--- src/hw/rtl/sapq_pkg.sv ---
// shared types and constants of the sorted array priority queue
package sapq_pkg;

    localparam int CAPACITY = 8;
    localparam int CNT_W    = $clog2(CAPACITY + 1);
    localparam int DATA_W   = 16;
    localparam int PRI_W    = 8;
    localparam int HELD_W   = 4;

    typedef enum logic {
        FUNC_INSERT = 1'b0,
        FUNC_DELETE = 1'b1
    } t_func;

    typedef enum logic [1:0] {
        STATUS_INSERTED = 2'd0,
        STATUS_FULL     = 2'd1,
        STATUS_REMOVED  = 2'd2,
        STATUS_EMPTY    = 2'd3
    } t_status;

    typedef enum logic [1:0] {
        OP_INSERT = 2'd0,
        OP_REFUSE = 2'd1,
        OP_DELETE = 2'd2,
        OP_EMPTY  = 2'd3
    } t_dp_op;

    typedef struct packed {
        logic   load;
        logic   exec;
        t_dp_op op;
    } t_dp_cmd;

    typedef struct packed {
        t_func func;
        logic  full;
        logic  empty;
    } t_dp_stat;

endpackage

--- src/hw/rtl/sapq_ifs.sv ---
// item channel interfaces of the priority queue
interface sapq_in_if;
    logic                        valid;
    logic                        ready;
    logic                        func;
    logic [sapq_pkg::DATA_W-1:0] item_data;
    logic [sapq_pkg::PRI_W-1:0]  item_priority;

    modport source (output valid, output func, output item_data, output item_priority,
                    input ready);
    modport sink (input valid, input func, input item_data, input item_priority,
                  output ready);
endinterface

interface sapq_out_if;
    logic                        valid;
    logic                        ready;
    logic [1:0]                  status;
    logic [sapq_pkg::DATA_W-1:0] out_data;
    logic [sapq_pkg::PRI_W-1:0]  out_priority;
    logic [sapq_pkg::HELD_W-1:0] held_count;

    modport source (output valid, output status, output out_data, output out_priority,
                    output held_count, input ready);
    modport sink (input valid, input status, input out_data, input out_priority,
                  input held_count, output ready);
endinterface

--- src/hw/rtl/sapq_ctrl.sv ---
// controller state machine of the priority queue
module sapq_ctrl (
    input  logic               i_clk,
    input  logic               i_rst_n,
    input  logic               i_in_valid,
    output logic               o_in_ready,
    output logic               o_out_valid,
    input  logic               i_out_ready,
    output sapq_pkg::t_dp_cmd  o_cmd,
    input  sapq_pkg::t_dp_stat i_stat
);

    typedef enum logic [1:0] {
        S_IDLE = 2'b01,
        S_EXEC = 2'b10
    } t_state;

    t_state r_state, n_state;
    logic   r_out_valid, n_out_valid;

    always_comb begin
        o_in_ready   = (r_state == S_IDLE);
        o_cmd.load   = i_in_valid && o_in_ready;
        o_cmd.exec   = (r_state == S_EXEC) && (!r_out_valid || i_out_ready);
        if (i_stat.func == sapq_pkg::FUNC_INSERT) begin
            o_cmd.op = i_stat.full ? sapq_pkg::OP_REFUSE : sapq_pkg::OP_INSERT;
        end else begin
            o_cmd.op = i_stat.empty ? sapq_pkg::OP_EMPTY : sapq_pkg::OP_DELETE;
        end
        n_state = r_state;
        unique case (r_state)
            S_IDLE: begin
                if (o_cmd.load) n_state = S_EXEC;
            end
            S_EXEC: begin
                if (o_cmd.exec) n_state = S_IDLE;
            end
            default: n_state = S_IDLE;
        endcase
        n_out_valid = r_out_valid;
        if (o_cmd.exec) begin
            n_out_valid = 1'b1;
        end else if (r_out_valid && i_out_ready) begin
            n_out_valid = 1'b0;
        end
    end

    always_ff @(posedge i_clk) begin
        if (!i_rst_n) begin
            r_state     <= S_IDLE;
            r_out_valid <= 1'b0;
        end else begin
            r_state     <= n_state;
            r_out_valid <= n_out_valid;
        end
    end

    assign o_out_valid = r_out_valid;

    a_load_to_exec: assert property (@(posedge i_clk) disable iff (!i_rst_n)
        o_cmd.load |=> (r_state == S_EXEC))
        else $error("accepted item did not start execution");

    a_exec_gives_result: assert property (@(posedge i_clk) disable iff (!i_rst_n)
        o_cmd.exec |=> r_out_valid)
        else $error("execution produced no result");

    a_insert_not_full: assert property (@(posedge i_clk) disable iff (!i_rst_n)
        (o_cmd.exec && o_cmd.op == sapq_pkg::OP_INSERT) |-> !i_stat.full)
        else $error("insert into full queue");

    a_delete_not_empty: assert property (@(posedge i_clk) disable iff (!i_rst_n)
        (o_cmd.exec && o_cmd.op == sapq_pkg::OP_DELETE) |-> !i_stat.empty)
        else $error("delete from empty queue");

endmodule

--- src/hw/rtl/sapq_dp.sv ---
// datapath of the priority queue: sorted slot array with per-slot compare
module sapq_dp (
    input  logic                          i_clk,
    input  logic                          i_rst_n,
    input  sapq_pkg::t_dp_cmd             i_cmd,
    input  logic                          i_func,
    input  logic [sapq_pkg::DATA_W-1:0]   i_item_data,
    input  logic [sapq_pkg::PRI_W-1:0]    i_item_priority,
    output sapq_pkg::t_dp_stat            o_stat,
    output logic [1:0]                    o_status,
    output logic [sapq_pkg::DATA_W-1:0]   o_out_data,
    output logic [sapq_pkg::PRI_W-1:0]    o_out_priority,
    output logic [sapq_pkg::HELD_W-1:0]   o_held_count
);

    localparam int CAP = sapq_pkg::CAPACITY;

    sapq_pkg::t_func               r_func;
    logic [sapq_pkg::DATA_W-1:0]   r_data;
    logic [sapq_pkg::PRI_W-1:0]    r_pri;
    logic [sapq_pkg::CNT_W-1:0]    r_count, n_count;
    logic [sapq_pkg::DATA_W-1:0]   r_slot_data [CAP];
    logic [sapq_pkg::PRI_W-1:0]    r_slot_pri  [CAP];
    logic [sapq_pkg::DATA_W-1:0]   n_slot_data [CAP];
    logic [sapq_pkg::PRI_W-1:0]    n_slot_pri  [CAP];
    sapq_pkg::t_status             r_res_status, n_res_status;
    logic [sapq_pkg::DATA_W-1:0]   r_res_data, n_res_data;
    logic [sapq_pkg::PRI_W-1:0]    r_res_pri, n_res_pri;
    logic [sapq_pkg::HELD_W-1:0]   r_res_held;
    logic [CAP-1:0]                lt;
    logic [CAP-1:0]                shift;
    logic [CAP-1:0]                place;

    always_comb begin
        for (int i = 0; i < CAP; i++) begin
            lt[i] = (sapq_pkg::CNT_W'(i) < r_count) && (r_slot_pri[i] < r_pri);
        end
        shift = {lt[CAP-2:0], 1'b0};
        for (int i = 0; i < CAP; i++) begin
            place[i] = !shift[i] && (lt[i] || (sapq_pkg::CNT_W'(i) == r_count));
        end
    end

    always_comb begin
        for (int i = 0; i < CAP; i++) begin
            n_slot_data[i] = r_slot_data[i];
            n_slot_pri[i]  = r_slot_pri[i];
        end
        n_count      = r_count;
        n_res_status = sapq_pkg::STATUS_INSERTED;
        n_res_data   = '0;
        n_res_pri    = '0;
        case (i_cmd.op)
            sapq_pkg::OP_INSERT: begin
                for (int i = 1; i < CAP; i++) begin
                    if (shift[i]) begin
                        n_slot_data[i] = r_slot_data[i-1];
                        n_slot_pri[i]  = r_slot_pri[i-1];
                    end
                end
                for (int i = 0; i < CAP; i++) begin
                    if (place[i]) begin
                        n_slot_data[i] = r_data;
                        n_slot_pri[i]  = r_pri;
                    end
                end
                n_count = r_count + 1'b1;
            end
            sapq_pkg::OP_REFUSE: begin
                n_res_status = sapq_pkg::STATUS_FULL;
            end
            sapq_pkg::OP_DELETE: begin
                for (int i = 0; i < CAP - 1; i++) begin
                    n_slot_data[i] = r_slot_data[i+1];
                    n_slot_pri[i]  = r_slot_pri[i+1];
                end
                n_count      = r_count - 1'b1;
                n_res_status = sapq_pkg::STATUS_REMOVED;
                n_res_data   = r_slot_data[0];
                n_res_pri    = r_slot_pri[0];
            end
            default: begin
                n_res_status = sapq_pkg::STATUS_EMPTY;
            end
        endcase
    end

    always_ff @(posedge i_clk) begin
        if (!i_rst_n) begin
            r_count <= '0;
        end else if (i_cmd.exec) begin
            r_count <= n_count;
        end
    end

    always_ff @(posedge i_clk) begin
        if (i_cmd.load) begin
            r_func <= sapq_pkg::t_func'(i_func);
            r_data <= i_item_data;
            r_pri  <= i_item_priority;
        end
        if (i_cmd.exec) begin
            for (int i = 0; i < CAP; i++) begin
                r_slot_data[i] <= n_slot_data[i];
                r_slot_pri[i]  <= n_slot_pri[i];
            end
            r_res_status <= n_res_status;
            r_res_data   <= n_res_data;
            r_res_pri    <= n_res_pri;
            r_res_held   <= sapq_pkg::HELD_W'(n_count);
        end
    end

    always_comb begin
        o_stat.func    = r_func;
        o_stat.full    = (r_count == sapq_pkg::CNT_W'(CAP));
        o_stat.empty   = (r_count == '0);
        o_status       = r_res_status;
        o_out_data     = r_res_data;
        o_out_priority = r_res_pri;
        o_held_count   = r_res_held;
    end

endmodule

--- src/hw/rtl/sorted_array_priority_queue_top.sv ---
// top level of the sorted array priority queue
// an accepted item is loaded, then executed when the result register is empty or being read
// a new item is accepted only in the idle state, after the previous item has executed
// insert and delete each finish in the execute state; insert uses a parallel compare in every slot
// synchronous active-low reset empties the queue and clears the result register valid
module sorted_array_priority_queue_top (
    input  logic       i_clk,
    input  logic       i_rst_n,
    sapq_in_if.sink    i_in,
    sapq_out_if.source o_out
);

    sapq_pkg::t_dp_cmd  cmd;
    sapq_pkg::t_dp_stat stat;
    logic               in_ready;
    logic               out_valid;

    sapq_ctrl u_ctrl (
        .i_clk       (i_clk),
        .i_rst_n     (i_rst_n),
        .i_in_valid  (i_in.valid),
        .o_in_ready  (in_ready),
        .o_out_valid (out_valid),
        .i_out_ready (o_out.ready),
        .o_cmd       (cmd),
        .i_stat      (stat)
    );

    sapq_dp u_dp (
        .i_clk           (i_clk),
        .i_rst_n         (i_rst_n),
        .i_cmd           (cmd),
        .i_func          (i_in.func),
        .i_item_data     (i_in.item_data),
        .i_item_priority (i_in.item_priority),
        .o_stat          (stat),
        .o_status        (o_out.status),
        .o_out_data      (o_out.out_data),
        .o_out_priority  (o_out.out_priority),
        .o_held_count    (o_out.held_count)
    );

    assign i_in.ready  = in_ready;
    assign o_out.valid = out_valid;

endmodule
--- src/flat_wrapper.sv ---
// flat-port wrapper written by rule: the top's interface ports become plain ports
module sorted_array_priority_queue_top_flat 
  (i_clk, i_rst_n, i_in_valid, i_in_func, i_in_item_data, i_in_item_priority, i_in_ready, o_out_valid, o_out_status, o_out_out_data, o_out_out_priority, o_out_held_count, o_out_ready);
  sapq_in_if i_in_i ();
  sapq_out_if o_out_i ();
  input  logic i_clk;
  input  logic i_rst_n;
  input wire logic [$bits(i_in_i.valid)-1:0] i_in_valid;
  input wire logic [$bits(i_in_i.func)-1:0] i_in_func;
  input wire logic [$bits(i_in_i.item_data)-1:0] i_in_item_data;
  input wire logic [$bits(i_in_i.item_priority)-1:0] i_in_item_priority;
  output wire logic [$bits(i_in_i.ready)-1:0] i_in_ready;
  output wire logic [$bits(o_out_i.valid)-1:0] o_out_valid;
  output wire logic [$bits(o_out_i.status)-1:0] o_out_status;
  output wire logic [$bits(o_out_i.out_data)-1:0] o_out_out_data;
  output wire logic [$bits(o_out_i.out_priority)-1:0] o_out_out_priority;
  output wire logic [$bits(o_out_i.held_count)-1:0] o_out_held_count;
  input wire logic [$bits(o_out_i.ready)-1:0] o_out_ready;
  assign i_in_i.valid = i_in_valid;
  assign i_in_i.func = i_in_func;
  assign i_in_i.item_data = i_in_item_data;
  assign i_in_i.item_priority = i_in_item_priority;
  assign i_in_ready = i_in_i.ready;
  assign o_out_valid = o_out_i.valid;
  assign o_out_status = o_out_i.status;
  assign o_out_out_data = o_out_i.out_data;
  assign o_out_out_priority = o_out_i.out_priority;
  assign o_out_held_count = o_out_i.held_count;
  assign o_out_i.ready = o_out_ready;
  sorted_array_priority_queue_top u_core (.i_clk(i_clk), .i_rst_n(i_rst_n), .i_in(i_in_i), .o_out(o_out_i));
endmodule
--- config.mk ---
export PLATFORM = sky130hd
export DESIGN_NAME = sorted_array_priority_queue_top_flat
export DESIGN_NICKNAME = d
export VERILOG_FILES = /design/src/hw/rtl/sapq_pkg.sv /design/src/hw/rtl/sapq_ifs.sv /design/src/hw/rtl/sapq_ctrl.sv /design/src/hw/rtl/sapq_dp.sv /design/src/hw/rtl/sorted_array_priority_queue_top.sv /design/src/flat_wrapper.sv
export SDC_FILE = /design/constraint.sdc
export NUM_CORES = 1
export LEC_CHECK = 0
export ABC_AREA = 1
export CORE_UTILIZATION = 45
export DETAILED_ROUTE_END_ITERATION = 8
export DONT_BUFFER_PORTS = 1
export GPL_TIMING_DRIVEN = 0
export SLEW_MARGIN = 10
export SYNTH_ARGS = -nofsm -noshare
export SYNTH_HDL_FRONTEND = slang
export SYNTH_SLANG_ARGS = --single-unit
--- constraint.sdc ---
create_clock -name i_clk -period 5 [get_ports i_clk]
set_input_delay 0.5 -clock i_clk [delete_from_list [all_inputs] [get_ports i_clk]]
set_output_delay 0.5 -clock i_clk [all_outputs]
set_load 0.02 [all_outputs]
Word level (Yosys, flattened, before mapping)
Memories as Yosys holds them, arrays and structs flattened.
Cells that the tools add are included.
- output and inout port bits: 32
- memories kept: 2
- logic and storage cells: 129
- bits in registers: 62
- memory bits (writable): 192
- memory list (name ; depth ; bits a word ; rd ports ; clocked after memory_dff ; write ports ; line ; RTL):
    u_core.u_dp.r_slot_data ; 8 ; 16 ; 8 ; 0 ; 8 ; sapq_dp.sv:22 ; logic [sapq_pkg::DATA_W-1:0] r_slot_data [CAP];
    u_core.u_dp.r_slot_pri ; 8 ; 8 ; 8 ; 0 ; 8 ; sapq_dp.sv:23 ; logic [sapq_pkg::PRI_W-1:0] r_slot_pri [CAP];
- reduce and logical (&&, ||, !) cells: 39
- muxes and demuxes: 46
- equal/unequal tests: 14
- order comparisons: 16
- $add $sub $neg: 2
- operators with widths (operator ; number):
    2-to-1 mux 16 bit ; 16
    case mux 112 bit (2 select lines) ; 1
    2-to-1 mux 8 bit ; 16
    case mux 56 bit (2 select lines) ; 1
    less-than comparator 8 bit ; 8
    logical AND 1 bit ; 18
    equality test 3 x 4 -> 1 bit (first input constant) ; 4
    less-than comparator 3 x 4 -> 1 bit (first input constant) ; 4
    logical OR 1 bit ; 9
    equality test 2 x 4 -> 1 bit (first input constant) ; 2
    logical NOT 1 bit ; 8
    less-than comparator 1 x 4 -> 1 bit (first input constant) ; 2
    less-than comparator 2 x 4 -> 1 bit (first input constant) ; 2
    case mux 4 bit (2 select lines) ; 1
    2-to-1 mux 1 bit ; 6
    2-to-1 mux 2 bit ; 3
    case mux 2 bit (3 select lines) ; 1
    adder 4 x 1 -> 4 bit (second input constant) ; 1
    equality test 1 x 4 -> 1 bit (first input constant) ; 1
    equality test 2 x 1 -> 1 bit (second input constant) ; 2
    equality test 2 bit (second input constant) ; 2
    equality test 4 bit (second input constant) ; 1
    logical NOT 4 bit ; 1
    inequality test 2 x 1 -> 1 bit (second input constant) ; 2
    other kinds (5) ; 5

Depth between registers and ports, before layout
Gate-level depths: netlist of the first run.
An unclocked memory read counts as a cell.
- word-level depth: 7
- mapped depth: 14

Hierarchy
A second synthesis of the first run with hierarchy kept.
- cell total of the unflattened synthesis: 1678
- area, all modules: 14282.4 um^2
- modules (own cells, without submodules) (module ; instances ; cells each ; area an instance (um^2)):
    sapq_dp ; 1 ; 1655 ; 14114.8
    sapq_ctrl ; 1 ; 23 ; 167.7

Least setup slack after synthesis of the first run
OpenSTA, ideal clock, no wires.
- path type: input to register
- from: input o_out_ready
- to: memory u_core.u_dp.r_slot_data[0][16] in the netlist's numbering (enable)
- buffers on the path: 0
- cell stages on the path: 4
- setup time: 0.419 ns
- path slack: 0.684 ns
- required time: 4.581 ns
- arrival: 3.897 ns
- cells stage by stage: nor2_1 nor2_1 nand2_1 a41oi_1
- RTL lines (element ; line ; RTL):
    start: declaration ; flat_wrapper.sv:18 ; input wire logic [$bits(o_out_i.ready)-1:0] o_out_ready;
    end: declaration ; sapq_dp.sv:22 ;

==> results of run 1 <==
metal layers:
metal	up-vias	track usage [%]	routed length, um
met1	4706	30.9	16200
met2	295	35.0	15000
met3	33	2.54	1740
met5	-	0	0
li1	5586	-	-
met4	0	4.66	552
power by group:
group / total [mW] / leakage (nW) / internal [mW] / switching (mW)
clock network: 2.08 / 0.453 / 1.23 / 0.854
logic: 0.367 / 4.31 / 0.104 / 0.263
registers: 2.39 / 2.30 / 2.37 / 0.0184
total: 4.84 / 7.07 / 3.70 / 1.13
stage by stage:
stage	instance area, um^2	util (%)	hold WS [ns]
after floorplan	14100	-	0.495
after global placement	14600	47.6	0.499
after detailed placement	14800	48.3	0.502
after CTS	15800	51.3	0.0170
after global routing	15800	51.3	0.0168
final	15800	51.3	0.0343
flip-flops by register name, indices dropped and copies added, names as in the netlist:
| name | flops |
|---|---|
| u_core.u_ctrl.o_out_valid | 1 |
| u_core.u_ctrl.r_state | 2 |
| u_core.u_dp.o_held_count | 4 |
| u_core.u_dp.o_out_data | 16 |
| u_core.u_dp.o_out_priority | 8 |
| u_core.u_dp.o_status | 2 |
| u_core.u_dp.r_count | 4 |
| u_core.u_dp.r_data | 16 |
| u_core.u_dp.r_func | 1 |
| u_core.u_dp.r_pri | 8 |
| u_core.u_dp.r_slot_data | 128 |
| u_core.u_dp.r_slot_pri | 64 |
logic make-up (layout without fill, tap and decap cells):
| logic type | count (synthesis) | count (layout) |
|---|---|---|
| XOR/XNOR | 3 | 3 |
| adder cells (fa/ha/maj) | 60 | 60 |
| AO/OA/AOI/OAI | 76 | 76 |
| flip-flops | 254 | 254 |
| buffers and inverters | 288 | 350 |
| AND/OR/NAND/NOR | 990 | 990 |
path summary, 6_finish.rpt:
| check | from | end |
|---|---|---|
| min reg2reg | u_core.u_dp.r_slot_data[1][56] | u_core.u_dp.r_slot_data[1][40] |
| max | u_core.u_dp.r_count[0] | u_core.u_dp.r_slot_data[1][30] |
| min | i_in_item_priority[5] | u_core.u_dp.r_pri[5] |
| max reg2reg | u_core.u_dp.r_count[0] | u_core.u_dp.r_slot_data[1][30] |
cell type report:
class	instances	area, um^2
plain buffers	84	403
well taps	396	495
clock buffers	39	806
inverters	204	766
fillers	2985	15000
repair buffers	7	120
multi-input cells	1129	5500
clock inverters	16	126
flip-flops and latches	254	7560
cell usage in the layout, fill, tap and decap left out, types with 31 or more instances in the layout:
| master | instances |
|---|---|
| inv_1 | 193 |
| nor2_1 | 45 |
| edfxtp_1 | 247 |
| o21ai_0 | 34 |
| nand3_1 | 322 |
| nand2_1 | 598 |
| ha_1 | 60 |
| buf_2 | 43 |
| clkbuf_16 | 31 |
| clkbuf_1 | 36 |
critical path, delay by kind of cell (launching register included):
family,cells,cell delay [ns]
AOI/OAI and AO/OA,2,1.03
adders and majority gates,1,0.36
and+or+nand+nor,3,0.71
DFF,1,0.44
buffers and inverters,3,0.54
cell usage after synthesis, types with 2 or more instances:
library cell / n
a21oi_1: 28
o21a_1: 3
dfxtp_1: 7
nand2_1: 598
a41oi_1: 6
nand2_4: 4
ha_1: 60
nand3_1: 322
xor2_1: 2
and3_1: 2
buf_2: 43
buf_1: 6
inv_2: 2
buf_4: 5
o21ai_0: 34
nor2_1: 46
buf_6: 2
inv_1: 193
nand2_2: 11
a21o_1: 2
clkinv_1: 9
clkbuf_1: 28
edfxtp_1: 247
nor3_2: 2
==> run_results.csv, run 1 <==
group,metric,value,unit
status,status,"finished with violations",
status,violations,"DRC",
synthesis,synth_cells,1671,
sta,finalMaxSlewViolations,0,
route,finalWirelength,33.5,mm
synthesis,ys_types,33,
placed_design,gp_congestion,0.856,
clocking,insertion_delay,0.56,ns
critical_path,slowest_stage,"a41oi_4",
clocking,ctsResizeCount,0,
synthesis,synth_fp_nets,1760,
placed_design,hpwl,26.3,mm
synthesis,ys_ff_latch,254,
sta,clock_skew,0.0127,ns
route,wl_per_cell,15.7,um
sta,finalSetupViolCount,0,
global_routing,grt_pass1_vias,10100,
synthesis,synth_top_family_by_area,"simple AND/OR/NAND/NOR gates",
route,drtIter0Drc,851,
sta,fin_tns_setup,0,ns
sta,layout_setup_ws,1.52,ns
synthesis,synth-edff-count,247,
critical_path,cp_data_required_time,5.18,ns
placed_design,pre_cts_ws,1.55,ns
power,leakagePower,7.07,nW
cells_and_area,diodes,0,
flow_run,maxCapViolations,0,
floorplanning,fp.dieW,179,um
sta,min_period,3.48,ns
clocking,clock_sinks,254,
synthesis,synth-compound-area-share,2.97,%
sta,rsz0062_at_grt,"no",
synthesis,synth_area,14100,um^2
sta,slew_headroom,25.7,%
synthesis,yosys_warnings,0,
critical_path,critPathArrivalTime,3.66,ns
floorplanning,initial_utilization,46.0,%
synthesis,synth.top_cell.area_share,52.5,%
global_routing,grt_pass1_wl,54.0,mm
critical_path,reg2reg_depth,9,
synthesis,ys_seq_area_share,53.5,%
power,power,4.84,mW
global_routing,grt_start_max_net_pins,32,
critical_path,path_cells,"clkinv_1 > ha_1 > nand2_1 > inv_1 > nand2_1 > o21ai_0 > inv_1 > nand2_1 > a41oi_4",
floorplanning,die_h,179,um
global_routing,grt_antenna_before_repair,0,
synthesis,synthMuxAreaShare,0,%
route,vias,10600,
floorplanning,io_pins,61,
clocking,cts_buffers,30,
sta,fmax,287,MHz
critical_path,critPathLaunchType,"flop",
synthesis,synthAdderAreaFrac,5.31,%
floorplanning,rows,64,
hold_path,hold_path.class,"in2reg",
global_routing,grt_overflow,0,
global_routing,grt_usage,21.6,%
placed_design,numPortBuffers,0,
clocking,root_buffer,"clkbuf_16",
cells_and_area,fin_cells,2129,
synthesis,synth_xor_area_share,0.186,%
synthesis,synth_top_area_cell,"edfxtp_1",
hold_path,holdPathStages,0,
sta,worst_pin_slew,1.11,ns
sta,finalHoldViolCount,0,
clocking,path_clk_slew,0.06,ns
critical_path,critical_path_class,"reg2reg",
synthesis,async_reset_ff_share,0,%
floorplanning,dieArea,32100,um^2
clocking,h-tree-depth,1,
critical_path,path_common_cell,"nand2_1",
critical_path,max_stage_delay,0.89,ns
synthesis,synth_area_leaders,"edfxtp_1 (52%), nand2_1 (16%), nand3_1 (11%)",
cells_and_area,drive_gt1_share,7.21,%
clocking,cts_tree,"built",
synthesis,synthSimpleGateAreaFrac,29.8,%
synthesis,synthFlopType,"edfxtp_1",
placed_design,dp_cells,2074,
critical_path,end_kind,"flop",
critical_path,rrSetupSlack,1.52,ns
route,drc,8,
route,drt_first_pass_iters,8,
cells_and_area,nets,1799,
power,ir_worst_vdd,0.000248,V
critical_path,cp_max_fo,24,
floorplanning,core,30700,um^2
synthesis,syn_avg_cell_area,8.46,um^2
cells_and_area,area_growth_syn_to_layout,11.6,%
route,via_per_inst,4.99,
sta,fin_crit_sh,69.7,%
route,antenna_left,0,
clocking,clock_path_buffers,3,
clocking,postCtsSetupBuffers,0,
clocking,cts_hold_buf,0,
power,powerDensity,307,nW/um^2
No activity file was read; power rests on OpenSTA's default activity.
==> inputs of run 2 (changes only) <==
ABC_AREA = 0   (was 1)
clock period = 3.2 ns   (was 5 ns; I/O delays follow)
==> run_results.csv, run 2 <==
group,metric,value,unit
synthesis,synth_cells,1125,
clocking,insertion_delay,0.54,ns
cells_and_area,fillCellCount,2554,
sta,clock_skew,0.0112,ns
clocking,cts_buffers,28,
power,internal_power,5.61,mW
floorplanning,io_pins,61,
route,drc,0,
cells_and_area,drive_gt1_share,13.6,%
route,drt_first_pass_iters,5,
synthesis,synth_fp_nets,1214,
status,status,"complete, no violations",
power,leakagePower,5.50,nW
critical_path,critPathArrivalTime,3.39,ns
route,finalWirelength,34.3,mm
critical_path,path_cells,"clkinvlp_4 > buf_4 > ha_1 > a211o_1 > a31oi_1 > o311a_1 > a21oi_1 > nor3_4 > buf_12 > clkbuf_4 > mux2i_1 > a21oi_1",
global_routing,grt_pass1_wl,50.5,mm
sta,slew_headroom,25.3,%
global_routing,grt_usage,23.0,%
power,clockPowerShare,41.3,%
critical_path,critical_path_class,"reg2reg",
placed_design,hpwl,24.5,mm
power,ir_worst_vdd,0.000428,V
route,drtIter0Drc,867,
synthesis,async_reset_ff_share,0,%
sta,finalHoldViolCount,0,
critical_path,cp_data_required_time,3.46,ns
critical_path,end_kind,"flop",
synthesis,post-synth-top-count-cell,"edfxtp_1",
synthesis,syn_avg_cell_area,11.6,um^2
global_routing,grt_pass1_vias,8539,
cells_and_area,reg_top3,"u_core.u_dp.r_slot_data (128), u_core.u_dp.r_slot_pri (64)",
synthesis,synthFlopType,"edfxtp_1",
cells_and_area,nets,1318,
floorplanning,rows,61,
synthesis,ys_ff_latch,254,
sta,fin_crit_sh,98.0,%
cells_and_area,area_growth_syn_to_layout,18.2,%
global_routing,grt_overflow,0,
synthesis,ys_types,48,
power,power,7.26,mW
floorplanning,die_h,172,um
power,switchingPower,1.64,mW
clocking,cts_tree,"built",
clocking,path_clk_slew,0.06,ns
critical_path,cp_max_fo,5,
route,antenna_left,0,
clocking,clock_path_buffers,3,
route,vias,9112,
synthesis,ys_seq_area_share,58.0,%
critical_path,path_common_cell,"a21oi_1",
placed_design,gp_congestion,0.828,
floorplanning,fp.dieW,172,um
clocking,h-tree-depth,1,
synthesis,synth_area_leaders,"edfxtp_1 (57%), mux2i_1 (7.2%), ha_1 (5.8%)",
route,wl_per_cell,21.1,um
sta,finalMaxSlewViolations,0,
power,p_comb_share,7.0,%
floorplanning,core,28100,um^2
sta,min_period,3.13,ns
sta,fmax,319,MHz
cells_and_area,fin_util,54.8,%
synthesis,synth_top_area_cell,"edfxtp_1",
critical_path,cpLargestDelayFamily,"compound AO/OA/AOI/OAI gates",
synthesis,synth_area,13000,um^2
synthesis,synth-edff-count,247,
sta,rsz0062_at_grt,"yes",
clocking,root_buffer,"clkbuf_16",
floorplanning,initial_utilization,46.4,%
clocking,clock_sinks,254,
sta,finalSetupViolCount,0,
hold_path,hold_path.class,"in2reg",
critical_path,slowest_stage,"edfxtp_1",
global_routing,grt_start_max_net_pins,40,
critical_path,max_stage_delay,0.53,ns
cells_and_area,max_flop_register,"u_core.u_dp.r_slot_data",
flow_run,maxCapViolations,0,
power,p_sw_share,22.7,%
synthesis,yosys_warnings,0,
critical_path,critPathLaunchType,"flop",
global_routing,grt_antenna_before_repair,0,
power,powerDensity,471,nW/um^2
cells_and_area,final_cell_mix,"edfxtp_1 (247), nand2_1 (162), mux2i_1 (94), a21oi_1 (76), nor2_1 (72)",
power,pwr-share-seq,51.6,%
cells_and_area,largest_register_ffs,128,
sta,worst_pin_slew,1.12,ns
route,via_per_inst,5.61,
synthesis,synth.top_cell.area_share,57.0,%
synthesis,synth_common_cells,"edfxtp_1 (247), nand2_1 (163), mux2i_1 (94)",
cells_and_area,diodes,0,
cells_and_area,layout_commonest_cell,"edfxtp_1",
placed_design,numPortBuffers,0,
critical_path,path_buf_inv,4,
floorplanning,dieArea,29600,um^2
## run 2: cell count changes in the layout (fill, tap and decap cells not counted), sizes merged, moves of 53 or more
cell,before,now
a21oi,28,81
nand2,613,163
nand3,322,56
mux2i,0,94
inv,196,10
o211ai,0,54
## run 2: final timing paths
path,start,depth (start not counted),end,slack [ns]
worst max-delay path,u_core.u_dp.r_pri[3],12,u_core.u_dp.r_slot_data[0][35],0.07
worst min-delay path,o_out_ready,2,u_core.u_ctrl.o_out_valid,0.03
worst max register to register,u_core.u_dp.r_pri[3],12,u_core.u_dp.r_slot_data[0][35],0.07
worst min register to register,u_core.u_dp.r_slot_data[1][61],2,u_core.u_dp.r_slot_data[1][45],0.52
## run 2: area by class of cell
class,instances,area (um^2),share of cell area (%)
clock buffers,40,767,4.98
clock inverters,8,61.3,0.398
multi-input cells,791,5490,35.6
inverters,17,90.1,0.585
repair buffers,68,613,3.98
flip-flops and latches,254,7560,49.1
plain buffers,69,348,2.26
well taps,378,473,3.07
## run 2: kinds of logic after synthesis
kind of cell,share of synthesized area [%]
AND/OR/NAND/NOR,11.9
flip-flops,58.0
AO/OA/AOI/OAI,12.0
multiplexers,9.30
buffers and inverters,2.77
adder cells (fa/ha/maj),5.76
XOR/XNOR,0.202
## run 2: metrics by stage
step	worst slack [ns]	cell area (um^2)	hold slack, ns	std cells	TNS (ns)
3_3_place_gp	-0.587	13500	0.419	1503	-111.33
5_1_grt	-0.0570	15400	0.0507	1625	-1.05
6_report	0.0653	15400	0.0319	1625	0
3_5_place_dp	-0.632	13600	0.419	1503	-96.34
2_1_floorplan	0.213	13100	0.419	1125	0
4_1_cts	-0.0161	15000	0.00845	1602	-0.0161
## run 2: power groups by stage
stage / clock [mW] / combinational (mW) / sequential [mW]
after floorplan: 0 / 0.289 / 3.79
after global placement: 0 / 0.381 / 3.82
after detailed placement: 0 / 0.396 / 3.82
after CTS: 3.06 / 0.471 / 3.75
after global routing: 3.16 / 0.558 / 3.75
final: 3.00 / 0.510 / 3.75
## run 2: timing repair
| action | 4_1_cts | 5_1_grt |
|---|---|---|
| setup endpoints to repair | 350 | 332 |
| endpoints found under the hold margin | 32 | 0 |
| hold buffers | 26 | 0 |
| pin swaps | 5 | 10 |
| buffers inserted | 22 | 19 |
| resized for setup | 33 | 40 |
| cloned | 3 | 4 |
## run 2: per-layer routing
metal  global-route usage, %  vias up  routed length (um)
met5                       0        -                   0
li1                        -     4427                   -
met4                    5.27        0                 601
met3                    2.82       33                2310
met2                    31.7      351               14200
met1                    37.6     4301               17200
==> inputs of run 3 (changes only) <==
CORE_MARGIN = 2   (was default)
SLEW_MARGIN = 25   (was 10)
clock period = 3.23 ns   (was 3.2 ns; I/O delays follow)
==> run_results.csv, run 3 (same netlist as run 2, synthesis figures left out) <==
group,metric,value,unit
sta,worst_pin_slew,1.12,ns
floorplanning,rows,62,
critical_path,rrSetupSlack,0.08,ns
critical_path,end_kind,"flop",
cells_and_area,max_flop_register,"u_core.u_dp.r_slot_data",
cells_and_area,final_cell_area,15500,um^2
floorplanning,io_pins,61,
route,drtIter0Drc,809,
placed_design,placed_area,13600,um^2
global_routing,grt_usage,21.6,%
sta,min_period,3.15,ns
clocking,path_clk_slew,0.06,ns
critical_path,critical_path_class,"reg2reg",
clocking,cts_buffers,29,
route,drc,0,
critical_path,cp_max_fo,24,
cells_and_area,nets,1318,
clocking,cts_tree,"built",
cells_and_area,drive_gt1_share,13.9,%
cells_and_area,fillCellCount,2519,
global_routing,grt_pass1_wl,50.6,mm
global_routing,grt_start_max_net_pins,40,
power,power,7.27,mW
cells_and_area,fin_cells,1635,
placed_design,pre_cts_ws,-0.662,ns
route,wl_per_cell,20.6,um
clocking,clock_sinks,254,
cells_and_area,diodes,0,
hold_path,hp-start,"i_in_valid",
global_routing,grt_overflow,0,
route,via_per_inst,5.54,
sta,finalHoldViolCount,0,
sta,finalMaxSlewViolations,0,
critical_path,reg2reg_depth,8,
clocking,insertion_delay,0.56,ns
placed_design,dp_cells,1509,
sta,clock_skew,0.0101,ns
cells_and_area,final_cell_mix,"edfxtp_1 (247), nand2_1 (162), mux2i_1 (94), a21oi_1 (73), nor2_1 (71)",
placed_design,gp_congestion,0.852,
critical_path,reg2reg_to,"u_core.u_dp.r_slot_data[0][43]",
route,vias,9063,
critical_path,critPathArrivalTime,3.34,ns
sta,fmax,317,MHz
power,leakagePower,5.54,nW
flow_run,maxCapViolations,0,
floorplanning,initial_utilization,45.5,%
clocking,h-tree-depth,1,
placed_design,hpwl,24.3,mm
cells_and_area,largest_register_ffs,128,
cells_and_area,layout_commonest_cell,"edfxtp_1",
route,antenna_left,0,
floorplanning,die_h,174,um
critical_path,critPathLaunchType,"flop",
cells_and_area,fin_util,54.0,%
hold_path,hold_path.class,"in2reg",
hold_path,holdPathEnd,"u_core.u_dp.r_func",
clocking,root_buffer,"clkbuf_16",
sta,fin_crit_sh,97.6,%
cells_and_area,reg_top3,"u_core.u_dp.r_slot_data (128), u_core.u_dp.r_slot_pri (64)",
route,drt_first_pass_iters,7,
sta,whs,0.339,ns
cells_and_area,area_growth_syn_to_layout,18.8,%
route,finalWirelength,33.7,mm
critical_path,cp_data_required_time,3.42,ns
sta,fin_tns_setup,0,ns
floorplanning,dieArea,30300,um^2
status,status,"complete, no violations",
global_routing,grt_antenna_before_repair,0,
power,powerDensity,470,nW/um^2
sta,rsz0062_at_grt,"yes",
clocking,clock_path_buffers,3,
sta,layout_setup_ws,0.0761,ns
power,ir_worst_vdd,0.000363,V
critical_path,r2r_start,"u_core.u_dp.r_pri[1]",
sta,slew_headroom,25.3,%
sta,finalSetupViolCount,0,
global_routing,grt_pass1_vias,8504,
floorplanning,core,28600,um^2
floorplanning,fp.dieW,174,um
placed_design,numPortBuffers,0,
hold_path,holdPathStages,1,
## run 3: critical path, cell delays in order (launching register included)
cell	delay, ns
edfxtp_1	0.59
clkinvlp_4	0.19
buf_4	0.17
ha_1	0.19
a211o_1	0.32
a31oi_4	0.24
o221a_4	0.23
a22oi_1	0.09
a31oi_4	0.73
## run 3: worst max path at each step
stage	slack (ns)	end	startpoint	cells after the start
CTS	0.0009	u_core.u_dp.r_slot_pri[0][13]	u_core.u_dp.r_pri[1]	9
finish	0.08	u_core.u_dp.r_slot_data[0][43]	u_core.u_dp.r_pri[1]	8
global placement	-0.61	u_core.u_dp.r_slot_data[1][56]	u_core.u_dp.r_count[1]	8
detailed placement	-0.66	u_core.u_dp.r_slot_data[1][56]	u_core.u_dp.r_count[1]	8
floorplan	0.24	u_core.u_dp.r_slot_data[1][48]	u_core.u_dp.r_pri[5]	7
global route	-0.05	u_core.u_dp.r_slot_pri[1][0]	u_core.u_dp.r_pri[5]	9
## run 3: power by group
part,internal [mW],switching [mW]
Clock,1.72,1.32
Combinational,0.204,0.307
Sequential,3.65,0.0610
## run 3: cell type report
cell class | instances | area (um^2) | share of cell area [%]
Inverter | 17 | 90.1 | 0.582
Timing Repair Buffer | 71 | 672 | 4.34
Tap cell | 384 | 480 | 3.11
Clock inverter | 18 | 116 | 0.752
Buffer | 69 | 343 | 2.22
Sequential cell | 254 | 7560 | 48.9
Clock buffer | 35 | 748 | 4.84
Multi-Input combinational cell | 787 | 5460 | 35.3
## run 3: what timing repair did
item	4_1_cts	5_1_grt
cloned	1	4
resized for setup	25	52
pin swaps	5	12
buffers inserted	26	15
endpoints found under the hold margin	32	0
hold buffers	27	0
setup endpoints to repair	314	283
## run 3: metal layers
| layer | part of all wire [%] | vias to the layer above | wire length, um | global-route usage, % |
|---|---|---|---|---|
| met5 | 0 | - | 0 | 0 |
| met3 | 7.8 | 42 | 2630 | 2.95 |
| li1 | - | 4432 | - | - |
| met1 | 49 | 4204 | 16500 | 35.2 |
| met4 | 2.2 | 0 | 734 | 5.11 |
| met2 | 41 | 385 | 13800 | 30.1 |
